**config.mk**
```make
export PLATFORM = sky130hd
export DESIGN_NAME = tlv_stream_parser
export DESIGN_NICKNAME = d
export VERILOG_FILES = /design/src/hdl/tlvp_pkg.sv /design/src/hdl/tlvp_core.sv /design/src/hdl/tlvp_out_fifo.sv /design/src/hdl/tlv_stream_parser.sv
export SDC_FILE = /design/constraint.sdc
export NUM_CORES = 1
export LEC_CHECK = 0
export BUFFER_PORTS_ARGS = -buffer_cell sky130_fd_sc_hd__buf_4
export CAP_MARGIN = 20
export CORE_MARGIN = 2
export CORE_UTILIZATION = 25
export CTS_CLUSTER_DIAMETER = 50
export CTS_CLUSTER_SIZE = 24
export DETAILED_ROUTE_END_ITERATION = 16
export PLACE_DENSITY = 0.49
export RECOVER_POWER = 25
export SYNTH_ARGS = -nofsm -noshare
export SYNTH_HDL_FRONTEND = slang
export SYNTH_HIERARCHICAL = 1
export SYNTH_SLANG_ARGS = --single-unit
```
**constraint.sdc**
```tcl
create_clock -name clk -period 9.1 [get_ports clk]
set_input_delay 0.91 -clock clk [delete_from_list [all_inputs] [get_ports clk]]
set_output_delay 0.91 -clock clk [all_outputs]
set_load 0.005 [all_outputs]
```
**src/hdl/tlvp_pkg.sv**
```systemverilog
// Shared types and constants of the TLV stream parser.
`timescale 1ns / 1ps

package tlvp_pkg;

  // Default buffer size limit; bytes at or beyond it count as truncation.
  localparam int unsigned MAX_BUFFER_BYTES_DEFAULT = 65536;

  // Reset value of the max_entries register.
  localparam logic [7:0] MAX_ENTRIES_RESET = 8'd16;

  // Result kinds.
  localparam logic KIND_RECORD  = 1'b0;
  localparam logic KIND_SUMMARY = 1'b1;

  // Stop reasons reported in the summary.
  localparam logic [1:0] STOP_END_OF_DATA = 2'd0;
  localparam logic [1:0] STOP_ENTRY_LIMIT = 2'd1;
  localparam logic [1:0] STOP_TRUNCATED   = 2'd2;
  localparam logic [1:0] STOP_ZERO_LENGTH = 2'd3;

  typedef struct packed {
    logic        kind;
    logic [7:0]  rtype;
    logic [14:0] length;
    logic [15:0] offset;
    logic [7:0]  count;
    logic [1:0]  reason;
    logic        last;
  } result_t;

  // Results produced by one byte: at most a record and a summary, in that order.
  typedef struct packed {
    logic    rec_valid;
    result_t rec;
    logic    sum_valid;
    result_t sum;
  } result_pair_t;

endpackage

```
**src/hdl/tlvp_core.sv**
```systemverilog
// Parse state of the TLV stream parser: advances one byte per transfer.
`timescale 1ns / 1ps

module tlvp_core #(
  parameter int unsigned MAX_BUFFER_BYTES = tlvp_pkg::MAX_BUFFER_BYTES_DEFAULT
) (
  input  logic                  clk,
  input  logic                  rst,
  input  logic                  accept,
  input  logic [7:0]            data_byte,
  input  logic                  last_byte,
  input  logic [7:0]            max_entries,
  output tlvp_pkg::result_pair_t results
);

  localparam int PW = $clog2(MAX_BUFFER_BYTES + 1);
  localparam logic [PW-1:0] POS_LIMIT = PW'(MAX_BUFFER_BYTES);

  localparam logic [2:0] PH_TYPE  = 3'd0;
  localparam logic [2:0] PH_LEN1  = 3'd1;
  localparam logic [2:0] PH_LEN2  = 3'd2;
  localparam logic [2:0] PH_VALUE = 3'd3;
  localparam logic [2:0] PH_HALT  = 3'd4;

  logic [2:0]    phase, phase_next;
  logic [PW-1:0] pos, pos_next;
  logic [7:0]    done, done_next;
  logic [7:0]    cur_type, cur_type_next;
  logic [6:0]    len_hi, len_hi_next;
  logic [14:0]   cur_len, cur_len_next;
  logic [14:0]   remaining, remaining_next;
  logic [15:0]   value_start, value_start_next;
  logic [1:0]    halt_reason, halt_reason_next;

  logic [2:0]  phase_eff;
  logic        start_value;
  logic [14:0] new_len;
  logic [7:0]  done_inc;
  logic [31:0] pos_plus;
  logic [1:0]  sum_reason;

  always_comb begin
    phase_next       = phase;
    pos_next         = pos;
    done_next        = done;
    cur_type_next    = cur_type;
    len_hi_next      = len_hi;
    cur_len_next     = cur_len;
    remaining_next   = remaining;
    value_start_next = value_start;
    halt_reason_next = halt_reason;
    start_value      = 1'b0;
    new_len          = 15'd0;
    done_inc         = done + 8'd1;
    pos_plus         = 32'(pos) + 32'd1;
    sum_reason       = tlvp_pkg::STOP_END_OF_DATA;
    results          = '0;

    // Checks made before the byte is used.
    phase_eff = phase;
    if (phase_eff != PH_HALT && pos >= POS_LIMIT) begin
      phase_eff        = PH_HALT;
      halt_reason_next = tlvp_pkg::STOP_TRUNCATED;
    end
    if (phase_eff == PH_TYPE && done >= max_entries) begin
      phase_eff        = PH_HALT;
      halt_reason_next = tlvp_pkg::STOP_ENTRY_LIMIT;
    end
    phase_next = phase_eff;

    case (phase_eff)
      PH_TYPE: begin
        cur_type_next = data_byte;
        phase_next    = PH_LEN1;
      end
      PH_LEN1: begin
        if (data_byte[7]) begin
          len_hi_next = data_byte[6:0];
          phase_next  = PH_LEN2;
        end else begin
          start_value = 1'b1;
          new_len     = {8'd0, data_byte[6:0]};
        end
      end
      PH_LEN2: begin
        start_value = 1'b1;
        new_len     = {len_hi, data_byte};
      end
      PH_VALUE: begin
        remaining_next = remaining - 15'd1;
        if (remaining == 15'd1) begin
          results.rec_valid  = 1'b1;
          results.rec.kind   = tlvp_pkg::KIND_RECORD;
          results.rec.rtype  = cur_type;
          results.rec.length = cur_len;
          results.rec.offset = value_start;
          results.rec.count  = done;
          done_next          = done_inc;
          phase_next         = PH_TYPE;
          if (done_inc >= max_entries) begin
            phase_next       = PH_HALT;
            halt_reason_next = tlvp_pkg::STOP_ENTRY_LIMIT;
          end
        end
      end
      default: begin
      end
    endcase

    if (start_value) begin
      cur_len_next = new_len;
      if (new_len == 15'd0) begin
        phase_next       = PH_HALT;
        halt_reason_next = tlvp_pkg::STOP_ZERO_LENGTH;
      end else begin
        remaining_next   = new_len;
        value_start_next = pos_plus[15:0];
        phase_next       = PH_VALUE;
      end
    end

    if (pos < POS_LIMIT) begin
      pos_next = PW'(pos_plus);
    end

    if (last_byte) begin
      if (phase_next == PH_HALT) begin
        sum_reason = halt_reason_next;
      end else if (phase_next == PH_TYPE) begin
        sum_reason = tlvp_pkg::STOP_END_OF_DATA;
      end else begin
        sum_reason = tlvp_pkg::STOP_TRUNCATED;
      end
      results.sum_valid  = 1'b1;
      results.sum.kind   = tlvp_pkg::KIND_SUMMARY;
      results.sum.count  = done_next;
      results.sum.reason = sum_reason;
      results.sum.last   = 1'b1;
      // Rearm for the next buffer.
      phase_next       = PH_TYPE;
      pos_next         = '0;
      done_next        = 8'd0;
      cur_type_next    = 8'd0;
      len_hi_next      = 7'd0;
      cur_len_next     = 15'd0;
      remaining_next   = 15'd0;
      value_start_next = 16'd0;
      halt_reason_next = tlvp_pkg::STOP_END_OF_DATA;
    end

    // Nothing is produced unless a byte is actually transferred.
    if (!accept) begin
      results = '0;
    end
  end

  always_ff @(posedge clk) begin
    if (rst) begin
      phase       <= PH_TYPE;
      pos         <= '0;
      done        <= 8'd0;
      cur_type    <= 8'd0;
      len_hi      <= 7'd0;
      cur_len     <= 15'd0;
      remaining   <= 15'd0;
      value_start <= 16'd0;
      halt_reason <= tlvp_pkg::STOP_END_OF_DATA;
    end else if (accept) begin
      phase       <= phase_next;
      pos         <= pos_next;
      done        <= done_next;
      cur_type    <= cur_type_next;
      len_hi      <= len_hi_next;
      cur_len     <= cur_len_next;
      remaining   <= remaining_next;
      value_start <= value_start_next;
      halt_reason <= halt_reason_next;
    end
  end

  a_rearm_after_last: assert property (@(posedge clk) disable iff (rst)
    accept && last_byte |=> phase == PH_TYPE && pos == '0 && done == 8'd0)
    else $error("parser did not rearm after the final byte");

  a_record_in_value: assert property (@(posedge clk) disable iff (rst)
    results.rec_valid |-> phase == PH_VALUE && remaining == 15'd1)
    else $error("record reported outside the value phase");

  a_pos_saturates: assert property (@(posedge clk) disable iff (rst)
    pos <= POS_LIMIT)
    else $error("byte position ran past the buffer limit");

  a_value_nonzero: assert property (@(posedge clk) disable iff (rst)
    phase == PH_VALUE |-> remaining != 15'd0)
    else $error("value phase entered with nothing remaining");

endmodule

```
**src/hdl/tlvp_out_fifo.sv**
```systemverilog
// Result queue of the TLV stream parser: takes up to two results, sends one per transfer.
`timescale 1ns / 1ps

module tlvp_out_fifo (
  input  logic                   clk,
  input  logic                   rst,
  input  tlvp_pkg::result_pair_t push,
  output logic                   space,
  output logic                   out_valid,
  input  logic                   out_ready,
  output tlvp_pkg::result_t      head
);

  localparam int DEPTH = 4;
  localparam int AW    = $clog2(DEPTH);

  tlvp_pkg::result_t entries [DEPTH];
  logic [AW-1:0] wr_ptr, rd_ptr;
  logic [AW:0]   count, count_next;

  tlvp_pkg::result_t first, second;
  logic [1:0]  n_push;
  logic        pop;
  logic [AW-1:0] wr_ptr1;

  always_comb begin
    first   = push.rec_valid ? push.rec : push.sum;
    second  = push.sum;
    n_push  = 2'(push.rec_valid) + 2'(push.sum_valid);
    pop     = out_valid && out_ready;
    wr_ptr1 = wr_ptr + AW'(1);
    count_next = count + (AW+1)'(n_push) - (AW+1)'(pop);
  end

  // Room for the worst case of one byte: a record and a summary.
  assign space     = count <= (AW+1)'(DEPTH - 2);
  assign out_valid = count != '0;
  assign head      = entries[rd_ptr];

  always_ff @(posedge clk) begin
    if (n_push != 2'd0) begin
      entries[wr_ptr] <= first;
    end
    if (n_push == 2'd2) begin
      entries[wr_ptr1] <= second;
    end
  end

  always_ff @(posedge clk) begin
    if (rst) begin
      wr_ptr <= '0;
      rd_ptr <= '0;
      count  <= '0;
    end else begin
      wr_ptr <= wr_ptr + AW'(n_push);
      if (pop) begin
        rd_ptr <= rd_ptr + AW'(1);
      end
      count <= count_next;
    end
  end

  a_no_overflow: assert property (@(posedge clk) disable iff (rst)
    count <= (AW+1)'(DEPTH))
    else $error("result queue overflow");

  a_push_needs_space: assert property (@(posedge clk) disable iff (rst)
    n_push != 2'd0 |-> space)
    else $error("results pushed without room in the queue");

endmodule

```
**src/hdl/tlv_stream_parser.sv**
```systemverilog
// Top level of the TLV stream parser.
`timescale 1ns / 1ps

// Parses type-length-value records from a byte stream, one byte per transfer on
// the input channel with last_byte set on the final byte of a buffer. Each
// complete record yields one result; the final byte also yields a summary with
// the record count and stop reason, so that byte can give two results. Every
// byte is handled in the cycle it is taken, so the block accepts one byte per
// cycle, held off only while fewer than two queue entries are free; results
// leave a four-entry queue, one per cycle with out_ready high. The user must
// write max_entries via cfg_wr_en/cfg_wr_data with no buffer open; unenforced.
module tlv_stream_parser #(
  parameter int unsigned MAX_BUFFER_BYTES = tlvp_pkg::MAX_BUFFER_BYTES_DEFAULT
) (
  input  logic        clk,
  input  logic        rst,
  input  logic        in_valid,
  output logic        in_ready,
  input  logic [7:0]  data_byte,
  input  logic        last_byte,
  output logic        out_valid,
  input  logic        out_ready,
  output logic        result_kind,
  output logic [7:0]  record_type,
  output logic [14:0] record_length,
  output logic [15:0] value_offset,
  output logic [7:0]  record_count,
  output logic [1:0]  stop_reason,
  output logic        last,
  input  logic        cfg_wr_en,
  input  logic [7:0]  cfg_wr_data
);

  logic [7:0]             max_entries;
  logic                   accept;
  tlvp_pkg::result_pair_t results;
  tlvp_pkg::result_t      head;

  always_ff @(posedge clk) begin
    if (rst) begin
      max_entries <= tlvp_pkg::MAX_ENTRIES_RESET;
    end else if (cfg_wr_en) begin
      max_entries <= cfg_wr_data;
    end
  end

  assign accept = in_valid && in_ready;

  tlvp_core #(
    .MAX_BUFFER_BYTES(MAX_BUFFER_BYTES)
  ) u_core (
    .clk        (clk),
    .rst        (rst),
    .accept     (accept),
    .data_byte  (data_byte),
    .last_byte  (last_byte),
    .max_entries(max_entries),
    .results    (results)
  );

  tlvp_out_fifo u_fifo (
    .clk      (clk),
    .rst      (rst),
    .push     (results),
    .space    (in_ready),
    .out_valid(out_valid),
    .out_ready(out_ready),
    .head     (head)
  );

  assign result_kind   = head.kind;
  assign record_type   = head.rtype;
  assign record_length = head.length;
  assign value_offset  = head.offset;
  assign record_count  = head.count;
  assign stop_reason   = head.reason;
  assign last          = head.last;

endmodule

```
-- Word-level counts from Yosys, hierarchy flattened
Memories as Yosys holds them, arrays and structs flattened. A register that Yosys moved wholly into a read port is not among the register bits.
Cells that the tools add are included.
- register bits: 106
- memories: 1
- input bits: 22
- output and inout bits: 53
- memory bits (writable): 204
- $lt $le $gt $ge: 5
- add/sub/neg operators: 9
- mux-type cells: 54
- reductions and logical operators: 20
- eq/ne operators: 8
- memories (name ; words ; width ; read ports ; clocked after memory_dff ; wr ports ; line ; RTL):
    u_fifo.entries ; 4 ; 51 ; 1 ; 1 ; 2 ; tlvp_out_fifo.sv:17 ; tlvp_pkg::result_t entries [DEPTH];
- operator list (cell ; number):
    104-bit two-way mux ; 1
    49-bit two-way mux ; 2
    15-bit two-way mux ; 6
    51-bit two-way mux ; 1
    16-bit two-way mux ; 3
    8-bit two-way mux ; 5
    17-bit two-way mux ; 2
    15-bit case mux with 2 select lines ; 1
    7-bit two-way mux ; 4
    2-bit two-way mux ; 13
    3-bit two-way mux ; 8
    17-bit by 1-bit adder with 17-bit output (second input constant) ; 1
    17-bit >= comparator (second input constant) ; 1
    17-bit less-than comparator (second input constant) ; 1
    8-bit >= comparator ; 2
    15-bit by 1-bit equality test with 1-bit output (second input constant) ; 1
    15-bit zero test ; 1
    15-bit by 1-bit subtractor with 15-bit output (second input constant) ; 1
    2-bit nonzero test ; 6
    11-bit two-way mux ; 1
    3-bit zero test ; 3
    3-bit case mux with 3 select lines ; 1
    8-bit by 1-bit adder with 8-bit output (second input constant) ; 1
    3-bit by 2-bit equality test with 1-bit output (second input constant) ; 2
    other kinds (17) ; 28

-- Longest topological paths before layout
Gate-level depths: netlist of run 1.
- word-level depth: 20
- mapped depth: 18
- gate-level depth less buffers: 16

-- Modules after synthesis
The synthesis of run 1 kept the hierarchy.
- by module, submodules not included (module ; cells an instance ; area an instance (um^2) ; sequential area each (um^2) ; times used):
    tlvp_out_fifo ; 549 ; 10406.2 ; 6306.0 ; 1
    tlvp_core ; 704 ; 5537.8 ; 1821.7 ; 1
    tlv_stream_parser ; 27 ; 296.5 ; 160.2 ; 1

-- Worst setup path before layout of run 1
OpenSTA, ideal clock, no wires.
- kind: input to register
- start: input in_valid
- end: memory u_fifo/entries[1][0] in the netlist's numbering, enable pin
- required time: 8.564 ns
- setup slack: 2.590 ns
- arrival: 5.974 ns
- buffers on the path: 2
- setup time: 0.536 ns
- stages: 8
- cells stage by stage: and2_1 inv_1 nor3_1 clkbuf_1 buf_2 inv_1 ha_1 a211oi_1
- RTL lines (element ; line ; RTL):
    start: declaration ; tlv_stream_parser.sv:17 ; input logic in_valid,
    end: declaration ; tlvp_out_fifo.sv:17 ;

==> key figures, run 1 <==
Run status
  • Outcome: finished with violations
  • Failing checks: max-capacitance violations, max-slew violations

Synthesis
  • Top area cells in the synthesized netlist: edfxtp_1 38%, dfxtp_1 13%, mux2_2 12%
  • Mapped Cells: 1,280
  • Synth top area share: 0.3772
  • Number of synthesized flops with an enable pin: about 200
  • Largest area contributor in the netlist: edfxtp_1
  • Top FF cell, synth: edfxtp_1
  • Post-Syn Area per Cell: 12.69 sq um
  • Count leader, synth: edfxtp_1
  • Mapped Area: approximately 16,000 sq um
  • YS warnings: 6
  • Post-synth top cells: 204 x edfxtp_1, 173 x mux2_2, 108 x dfxtp_1, 95 x nor2_1, 53 x a21oi_1
  • Distinct cell type count after synthesis: 74
  • Sequential area share after synthesis: 0.5103
  • #FFs+latches synth: 312
  • Asr flop ratio synth: 0

Setup path
  • Setup slack, reg-to-reg: 3.10 ns
  • CP Capture Type: register
  • Max FO, Critical Path: 52
  • Reg2reg start: u_fifo/count[0]$_SDFF_PP0_
  • Crit path from: u_fifo/count[0]$_SDFF_PP0_
  • Req. time, crit path: about 9.4 ns
  • WS Path Type: register to register
  • Critical path arrival: 6.26 ns
  • R2r endpoint: u_fifo/entries[2][31]$_DFFE_PP_
  • CP endpoint: u_fifo/entries[2][31]$_DFFE_PP_
  • Startpoint class of the critical path: register
  • R2R cell count: 11

Detailed routing
  • First-pass DRT Iterations: 5
  • Wire per inst: 18.34 um
  • Initial DRC count: between 500 and 600
  • DRC Markers: 0
  • Vias: 10,078
  • Drt total wl: between 40 and 50 mm
  • Via/cell ratio: between 4 and 5
  • Antenna viol nets, final: 0

GRT
  • Busiest grt layer: met2
  • Met3 usage: 0.01643
  • Routing usage on met1: 0.1637
  • Initial antenna violation count: 0
  • Met2 usage: 0.2023
  • GRT Util Overall: 0.1214
  • First-pass GRT wire length: 63.39 mm
  • Grt total ovfl: 0
  • Largest net degree at the start of global routing: 58
  • Vias in the first global route: about 10,000

Clocking
  • TritonCTS Buffers: 37
  • CTS Sinks: 312
  • Hold buffer count at CTS: 0
  • CTS tree: done
  • Setup bufs post-CTS: 0
  • CTS Buffer Depth: 3
  • Worst-path clk slew: 0.06 ns
  • Root buf cell: clkbuf_16
  • PostCTS Resize Cnt: 0
  • CTS H-tree depth: 2
  • Clock Latency Late Sink: 0.53 ns

Power
  • Power Dens Cells: between 200 and 250 nW/um^2
  • Pleak: 6.481 nW
  • Max IR drop VDD: 105.4 uV

Final layout
  • ANT cells: 0
  • Area growth from synthesis to layout: 14.48%
  • Final #Nets: 1,382
  • Ratio of cells with drive above 1 in the final layout: 0.2858

Min path
  • Hold path start: u_core/value_start[3]$_SDFFE_PP0P_
  • Hold Path Class: register to register

Timing
  • Sum Neg Setup Slack: 0 ns
  • Final worst-path cycle share: 0.6591
  • Fin. Hold Viols: 0
  • Clk_skew: 0.02309 ns
  • Max-slew violations: 228
  • Final-report setup violation count: 0
  • Fmax: 166.7 MHz
  • Min Clock Period, post-route: approximately 6.0 ns
  • Worst-Margin Slew: 3.553 ns
  • Slew headroom: -1.369
  • RSZ-0062 raised after global routing: no
  • Worst Setup Slack, final: 3.102 ns

Placed design
  • Place WS: 4.443 ns
  • RePlAce Congestion: roughly 0.8
  • Detailed Place HPWL: 26.20 mm
  • Port-buffer cells: 74

Floorplan
  • Die W: roughly 260 um
  • Core ar.: 64,350 sq um
  • Die Height: 258.9 um
  • Die ar.: 67,020 sq um
  • # rows: 93
  • Initial core utilization: 0.2524
  • Ports: 75

Run
  • Max_cap viols: 6
-- per-layer routing --
layer	share of wire	routed length, um	up-vias
met1	0.47	19210	5037
met4	0.023	950	0
met5	0	0	-
met3	0.032	1289	57
met2	0.47	19180	154
li1	-	-	4830
-- logic make-up after synthesis --
family | synth area share
fa+ha+maj | 0.02203
compound gates | 0.07458
buf+inv | 0.05763
flops | 0.5103
other cells | 0.0002309
xor+xnor | 0.01618
mux | 0.2226
simple gates | 0.09638
-- worst min-delay path by stage --
stage,endpoint,slack [ns],depth (start not counted)
2_1_floorplan,u_core/value_start[12]$_SDFFE_PP0P_,0.43,2
3_3_place_gp,u_core/value_start[1]$_SDFFE_PP0P_,0.44,2
3_5_place_dp,u_core/value_start[3]$_SDFFE_PP0P_,0.45,2
4_1_cts,u_core/value_start[3]$_SDFFE_PP0P_,0.46,2
5_1_grt,u_core/value_start[3]$_SDFFE_PP0P_,0.47,2
6_report,u_core/value_start[3]$_SDFFE_PP0P_,0.45,2
-- registers in the layout, summed over array words and instances (netlist names), named ones only --
| name | cells |
|---|---|
| u_fifo/entries | 204 |
| u_core/pos | 17 |
| u_core/value_start | 16 |
| u_core/cur_len | 15 |
| u_core/remaining | 15 |
| max_entries | 8 |
| u_core/cur_type | 8 |
| u_core/done | 8 |
| u_core/len_hi | 7 |
| u_core/phase | 3 |
| u_fifo/count | 3 |
| u_core/halt_reason | 2 |
| u_fifo/rd_ptr | 2 |
| u_fifo/wr_ptr | 2 |
-- per-stage QoR --
step / cell area [sq um] / utilization / hold slack (ns) / std cells / total power [mW]
floorplan: 16400 / - / 0.4273 / 1322 / 2.115
global placement: 17390 / 0.2703 / 0.4448 / 2146 / 2.412
detailed placement: 17390 / 0.2703 / 0.4461 / 2146 / 2.417
CTS: 18670 / 0.2901 / 0.4554 / 2214 / 3.964
global route: 18590 / 0.2889 / 0.4678 / 2216 / 4.060
finish: 18590 / 0.2889 / 0.4504 / 2216 / 3.883
-- where the power goes --
| group | internal, mW | total (mW) | leakage, nW | switching [mW] |
|---|---|---|---|---|
| Combinational | 0.343 | 0.709 | 3.14 | 0.366 |
| Sequential | 1.60 | 1.65 | 2.72 | 0.0500 |
| Clock | 0.856 | 1.53 | 0.619 | 0.670 |
-- final cells by class --
class | count | area, sq um
inverters | 30 | 112.6
clock buffers | 41 | 993.5
multi-input cells | 858 | 7194
clock inverters | 27 | 280.3
fillers | 6519 | 45760
well taps | 855 | 1070
flip-flops and latches | 312 | 8293
repair buffers | 93 | 649.4
-- critical path, stage by stage (launching register included) --
cell	delay (ns)
dfxtp_1	0.35
a21oi_1	0.21
and2_0	0.15
clkbuf_1	0.73
inv_1	0.47
nor3_1	0.30
clkbuf_1	1.37
ha_1	0.57
nand2_2	0.15
o21ai_4	0.33
buf_4	0.64
mux2_2	0.40
-- cells in the final DEF, fill, tap and decap left out, types with 19 or more instances in the layout --
cell | Yosys | layout
and2_1 | 51 | 49
clkbuf_16 | 0 | 39
inv_1 | 29 | 29
mux2_1 | 31 | 31
dfxtp_1 | 108 | 106
nor2_1 | 95 | 96
a21oi_1 | 53 | 53
o21ai_0 | 46 | 46
conb_1 | 1 | 43
nand2_1 | 51 | 51
ha_1 | 27 | 27
xor2_1 | 19 | 19
a22oi_1 | 27 | 27
mux2_2 | 173 | 173
mux4_2 | 51 | 51
buf_4 | 47 | 63
edfxtp_1 | 204 | 204
Note: power is estimated with default switching activity, not from simulation.
==> inputs of run 2 (changes only) <==
--- a/config.mk
+++ b/config.mk
@@ -12,7 +12,7 @@
 export CTS_CLUSTER_DIAMETER = 50
 export CTS_CLUSTER_SIZE = 24
 export DETAILED_ROUTE_END_ITERATION = 16
-export PLACE_DENSITY = 0.49
+export PLACE_DENSITY = 0.51
 export RECOVER_POWER = 25
 export SYNTH_ARGS = -nofsm -noshare
 export SYNTH_HDL_FRONTEND = slang
==> constraint.sdc (replaced) <==
create_clock -name clk -period 4.95 [get_ports clk]
set_input_delay 0.495 -clock clk [delete_from_list [all_inputs] [get_ports clk]]
set_output_delay 0.495 -clock clk [all_outputs]
set_load 0.005 [all_outputs]
==> key figures, run 2 (same netlist as run 1, synthesis figures left out) <==
Min path
  • Min-Delay Endpoint: max_entries[4]$_SDFFE_PP1P_
  • Hold path start: cfg_wr_data[4]
  • Hold Path Class: input port to register
  • Worst hold stages: 2

Detailed routing
  • DRC Markers: 0
  • First-pass DRT Iterations: 5
  • Antenna viol nets, final: 0
  • Via/cell ratio: 4.581
  • Drt total wl: 41.32 mm
  • Wire per inst: 18.59 um
  • Vias: 10,183
  • Initial DRC count: roughly 680

Setup path
  • Cell repeated most along the worst path: buf_4
  • Req. time, crit path: 5.24 ns
  • CP max stage delay: 0.50 ns
  • Startpoint class of the critical path: register
  • Max FO, Critical Path: 25
  • R2r endpoint: u_fifo/entries[2][6]$_DFFE_PP_
  • CP max stage cell: buf_4
  • R2R cell count: 11
  • Setup slack, reg-to-reg: between 1 and 1.5 ns
  • CP Capture Type: register
  • Critical path cell sequence: a21oi_1 > and2_0 > inv_1 > clkbuf_1 > nor3_1 > buf_4 > ha_1 > nand2_2 > o21ai_4 > buf_4 > mux2_2
  • Reg2reg start: u_fifo/count[1]$_SDFF_PP0_
  • WS Path Type: register to register
  • Critical path arrival: 4.17 ns

Power
  • Sw power: 2.020 mW
  • Clk pwr share: 0.403
  • Sw frac: 0.2801
  • Max IR drop VDD: around 200 uV
  • Pleak: 6.528 nW
  • Sequential share of power: 0.429
  • Pint: 5.193 mW
  • Power Dens Cells: 385.5 nW/um^2
  • Pwr Total: 7.214 mW
  • Comb pwr share: 0.168

Placed design
  • Placed Cells: 2,152
  • Placed instance area: 17,480 sq um
  • Detailed Place HPWL: 25.93 mm
  • Port-buffer cells: 74
  • RePlAce Congestion: 0.7636
  • Place WS: 1.204 ns

Final layout
  • Most frequent cells in the layout: 204 x edfxtp_1, 173 x mux2_2, 106 x dfxtp_1
  • Ratio of cells with drive above 1 in the final layout: 0.2873
  • Biggest register: u_fifo/entries
  • Area growth from synthesis to layout: 15.23%
  • Fin cells: between 2,000 and 2,500
  • Final #Nets: 1,388
  • ANT cells: 0
  • Largest regs: u_fifo/entries x204, u_core/pos x17, u_core/value_start x16
  • Max reg flops: 204
  • Final Cell Area: roughly 19,000 sq um
  • Leading cell type in the layout, fill and taps excluded: edfxtp_1

Clocking
  • CTS H-tree depth: 2
  • Hold buffer count at CTS: 0
  • Setup bufs post-CTS: 0
  • CTS Sinks: 312
  • Worst-path clk slew: 0.06 ns
  • Clock Latency Late Sink: 0.57 ns
  • Root buf cell: clkbuf_16
  • PostCTS Resize Cnt: 0
  • CTS Buffer Depth: 3
  • TritonCTS Buffers: 38
  • CTS tree: done

Timing
  • Final worst-path cycle share: 0.7841
  • Min Clock Period, post-route: between 3 and 4 ns
  • Max-slew violations: 57
  • Fin. Hold Viols: 0
  • Worst Setup Slack, final: 1.069 ns
  • Fmax: between 200 and 300 MHz
  • Worst-Margin Slew: between 1.5 and 2 ns
  • RSZ-0062 raised after global routing: no
  • Clk_skew: 0.03842 ns
  • Slew headroom: -0.08831
  • Sum Neg Setup Slack: 0 ns
  • Final-report setup violation count: 0

Floorplan
  • Ports: 75
  • # rows: 93
  • Die Height: 258.9 um
  • Die W: 258.9 um
  • Initial core utilization: 0.2524
  • Core ar.: 64,350 sq um
  • Die ar.: 67,020 sq um

GRT
  • Largest net degree at the start of global routing: between 90 and 100
  • First-pass GRT wire length: roughly 64 mm
  • Initial antenna violation count: 1
  • Vias in the first global route: 10,467
  • GRT Util Overall: 0.1235
  • Grt total ovfl: 0

Run status
  • Failing checks: max-capacitance violations, max-slew violations
  • Outcome: finished with violations

Run
  • Max_cap viols: 2
[run 2: changes by cell type in the layout (fill, tap and decap cells not counted), moves of 3 or more]
cell,before,now
clkinv_4,3,6
buf_4,63,56
buf_12,0,3
o21ai_1,5,2
clkbuf_1,14,20
[run 2: power groups by stage]
stage,Combinational (mW),Clock (mW),Sequential (mW)
after floorplan,0.848,0,3.04
after global placement,1.28,0,3.16
after detailed placement,1.29,0,3.16
after CTS,1.29,3.00,3.11
after global routing,1.33,3.10,3.13
final,1.21,2.91,3.09
[run 2: final cells by class]
class                   instances  area [sq um]
clock buffers                  39         975.9
clock inverters                31         350.3
well taps                     855          1070
multi-input cells             858          7217
inverters                      30         112.6
flip-flops and latches        312          8290
repair buffers                 98         698.2
fillers                      6535         45630
[run 2: routing by layer]
metal | wire (um) | part of all wire | global-route usage
met5 | 0 | 0 | 0
met4 | 802 | 0.019 | 0.03340
met3 | 1571 | 0.038 | 0.01790
met2 | 20140 | 0.49 | 0.2114
met1 | 18800 | 0.46 | 0.1624
[run 2: per-stage QoR]
stage / hold slack [ns] / utilization
2_1_floorplan: 0.4273 / -
3_3_place_gp: 0.4451 / 0.2716
3_5_place_dp: 0.4442 / 0.2716
4_1_cts: 0.1321 / 0.2922
5_1_grt: 0.1579 / 0.2908
6_report: 0.1602 / 0.2908
[run 2: worst max-delay path: cells and delay by family, from the launching register on]
family	cells	cell delay, ns
muxes	1	0.39
buffers and inverters	4	1.14
AOI/OAI and AO/OA	2	0.58
adders and majority gates	1	0.37
DFF	1	0.35
and+or+nand+nor	3	0.79
[run 2: worst max path at each step]
| stage | startpoint | end | cells after the start |
|---|---|---|---|
| 5_1_grt | u_fifo/count[1]$_SDFF_PP0_ | u_fifo/entries[2][17]$_DFFE_PP_ | 11 |
| 2_1_floorplan | u_core/remaining[7]$_SDFFE_PP0P_ | u_fifo/entries[1][0]$_DFFE_PP_ | 8 |
| 4_1_cts | u_fifo/count[0]$_SDFF_PP0_ | u_fifo/entries[2][6]$_DFFE_PP_ | 10 |
| 6_report | u_fifo/count[1]$_SDFF_PP0_ | u_fifo/entries[2][6]$_DFFE_PP_ | 11 |
| 3_3_place_gp | u_fifo/count[0]$_SDFF_PP0_ | u_fifo/entries[2][15]$_DFFE_PP_ | 10 |
| 3_5_place_dp | u_fifo/count[0]$_SDFF_PP0_ | u_fifo/entries[2][15]$_DFFE_PP_ | 10 |
==> inputs of run 3 (changes only) <==
--- a/config.mk
+++ b/config.mk
@@ -12,7 +12,7 @@
 export CTS_CLUSTER_DIAMETER = 50
 export CTS_CLUSTER_SIZE = 24
 export DETAILED_ROUTE_END_ITERATION = 16
-export PLACE_DENSITY = 0.51
+export PLACE_DENSITY = 0.49
 export RECOVER_POWER = 25
 export SYNTH_ARGS = -nofsm -noshare
 export SYNTH_HDL_FRONTEND = slang
==> constraint.sdc (replaced) <==
create_clock -name clk -period 4.03 [get_ports clk]
set_input_delay 0.403 -clock clk [delete_from_list [all_inputs] [get_ports clk]]
set_output_delay 0.403 -clock clk [all_outputs]
set_load 0.005 [all_outputs]
==> key figures, run 3 (same netlist as run 1, synthesis figures left out) <==
Clocking
  • CTS H-tree depth: 1
  • CTS Sinks: 312
  • CTS tree: done
  • TritonCTS Buffers: 30
  • Root buf cell: clkbuf_16
  • Worst-path clk slew: 0.07 ns
  • PostCTS Resize Cnt: 0
  • CTS Buffer Depth: 3
  • Setup bufs post-CTS: 0
  • Clock Latency Late Sink: 0.58 ns
  • Hold buffer count at CTS: 0

Timing
  • Worst-Margin Slew: 2.162 ns
  • Fmax: 279.8 MHz
  • Final worst-path cycle share: 0.8869
  • Fin. Hold Viols: 0
  • Clk_skew: 0.02327 ns
  • Worst Setup Slack, final: ~0.46 ns
  • Final-report setup violation count: 0
  • RSZ-0062 raised after global routing: no
  • Max-slew violations: 81
  • Min Clock Period, post-route: 3.574 ns
  • Slew headroom: -0.4416

Placed design
  • Port-buffer cells: 74
  • Placed instance area: about 18,000 sq um
  • RePlAce Congestion: 0.7554
  • Detailed Place HPWL: 25.70 mm
  • Place WS: 0.6118 ns

Final layout
  • Final Cell Area: 18,560 sq um
  • Core Util, Final: 0.2884
  • ANT cells: 0
  • Fillers: 6,521
  • Leading cell type in the layout, fill and taps excluded: edfxtp_1
  • Biggest register: u_fifo/entries
  • Max reg flops: 204
  • Final #Nets: between 1,000 and 1,500
  • Most frequent cells in the layout: 204 x edfxtp_1, 173 x mux2_2, 106 x dfxtp_1
  • Ratio of cells with drive above 1 in the final layout: 0.2806
  • Area growth from synthesis to layout: 14.28%
  • Largest regs: u_fifo/entries x204, u_core/pos x17, u_core/value_start x16

Setup path
  • Reg2reg start: u_core/phase[0]$_SDFFE_PP0P_
  • Crit path from: u_core/phase[0]$_SDFFE_PP0P_
  • Startpoint class of the critical path: register
  • R2R cell count: 7
  • Max FO, Critical Path: 19
  • WS Path Type: register to register
  • CP Capture Type: register
  • Req. time, crit path: 4.36 ns
  • Critical path arrival: 3.90 ns

Floorplan
  • Die Height: ~260 um
  • Core ar.: 64,350 sq um
  • Initial core utilization: 0.2524
  • Die W: 258.9 um
  • Ports: 75
  • # rows: 93
  • Die ar.: 67,020 sq um

Power
  • Pleak: 6.438 nW
  • Pwr Total: 8.327 mW
  • Max IR drop VDD: 185.9 uV
  • Power Dens Cells: between 400 and 500 nW/um^2

Detailed routing
  • Initial DRC count: ~670
  • Antenna viol nets, final: 0
  • DRC Markers: 0
  • Wire per inst: 19.00 um
  • First-pass DRT Iterations: 5
  • Drt total wl: between 40 and 50 mm
  • Vias: 10,161
  • Via/cell ratio: ~4.6

GRT
  • Vias in the first global route: 10,348
  • Largest net degree at the start of global routing: 52
  • First-pass GRT wire length: 64.56 mm
  • GRT Util Overall: 0.1238
  • Initial antenna violation count: 1
  • Grt total ovfl: 0

Min path
  • Worst hold stages: 2
  • Hold path start: cfg_wr_data[4]
  • Hold Path Class: input port to register

Run status
  • Outcome: finished with violations
  • Failing checks: max-capacitance violations, max-slew violations

Run
  • Max_cap viols: 3
-- run 3: power breakdown --
| group | internal, mW | switching [mW] | total (mW) |
|---|---|---|---|
| clock | 1.58 | 1.42 | 3.00 |
| sequential | 3.60 | 0.194 | 3.80 |
| combinational | 0.757 | 0.773 | 1.53 |
-- run 3: cell type report --
class | count | area [sq um] | area share
clock buffer | 35 | 843.3 | 0.04544
clock inverter | 21 | 227.7 | 0.01227
timing repair buffer | 98 | 787.0 | 0.04241
tap | 855 | 1070 | 0.05764
inverter | 30 | 112.6 | 0.006068
sequential | 312 | 8293 | 0.4468
multi-input combinational | 858 | 7226 | 0.3893
-- run 3: per-stage QoR --
stage | setup TNS [ns] | cells | hold WS, ns
final | 0 | 2209 | 0.05208
after global routing | 0 | 2209 | 0.04306
after CTS | 0 | 2209 | 0.02591
after detailed placement | 0 | 2153 | 0.4429
after global placement | 0 | 2153 | 0.4379
after floorplan | -30.72 | 1322 | 0.4273
-- run 3: final timing paths --
kind / slack, ns / endpoint
max: 0.46 / u_fifo/entries[1][1]$_DFFE_PP_
min: 0.05 / max_entries[4]$_SDFFE_PP1P_
max reg2reg: 0.46 / u_fifo/entries[1][1]$_DFFE_PP_
min reg2reg: 0.45 / u_core/value_start[12]$_SDFFE_PP0P_
-- run 3: critical path, cell delays in order (launching register included) --
cell and delay [ns]:
dfxtp_1 0.55, nor3b_1 0.29, o21ai_1 0.19, o21ai_1 1.32, nor2_1 0.26, nor3_1 0.28
nor3_1 0.12, mux2_1 0.31
-- run 3: layer usage --
| metal | GRT usage | part of all wire |
|---|---|---|
| met3 | 0.01673 | 0.039 |
| met2 | 0.2135 | 0.49 |
| met1 | 0.1633 | 0.46 |
| met5 | 0 | 0.00031 |
| met4 | 0.03035 | 0.015 |
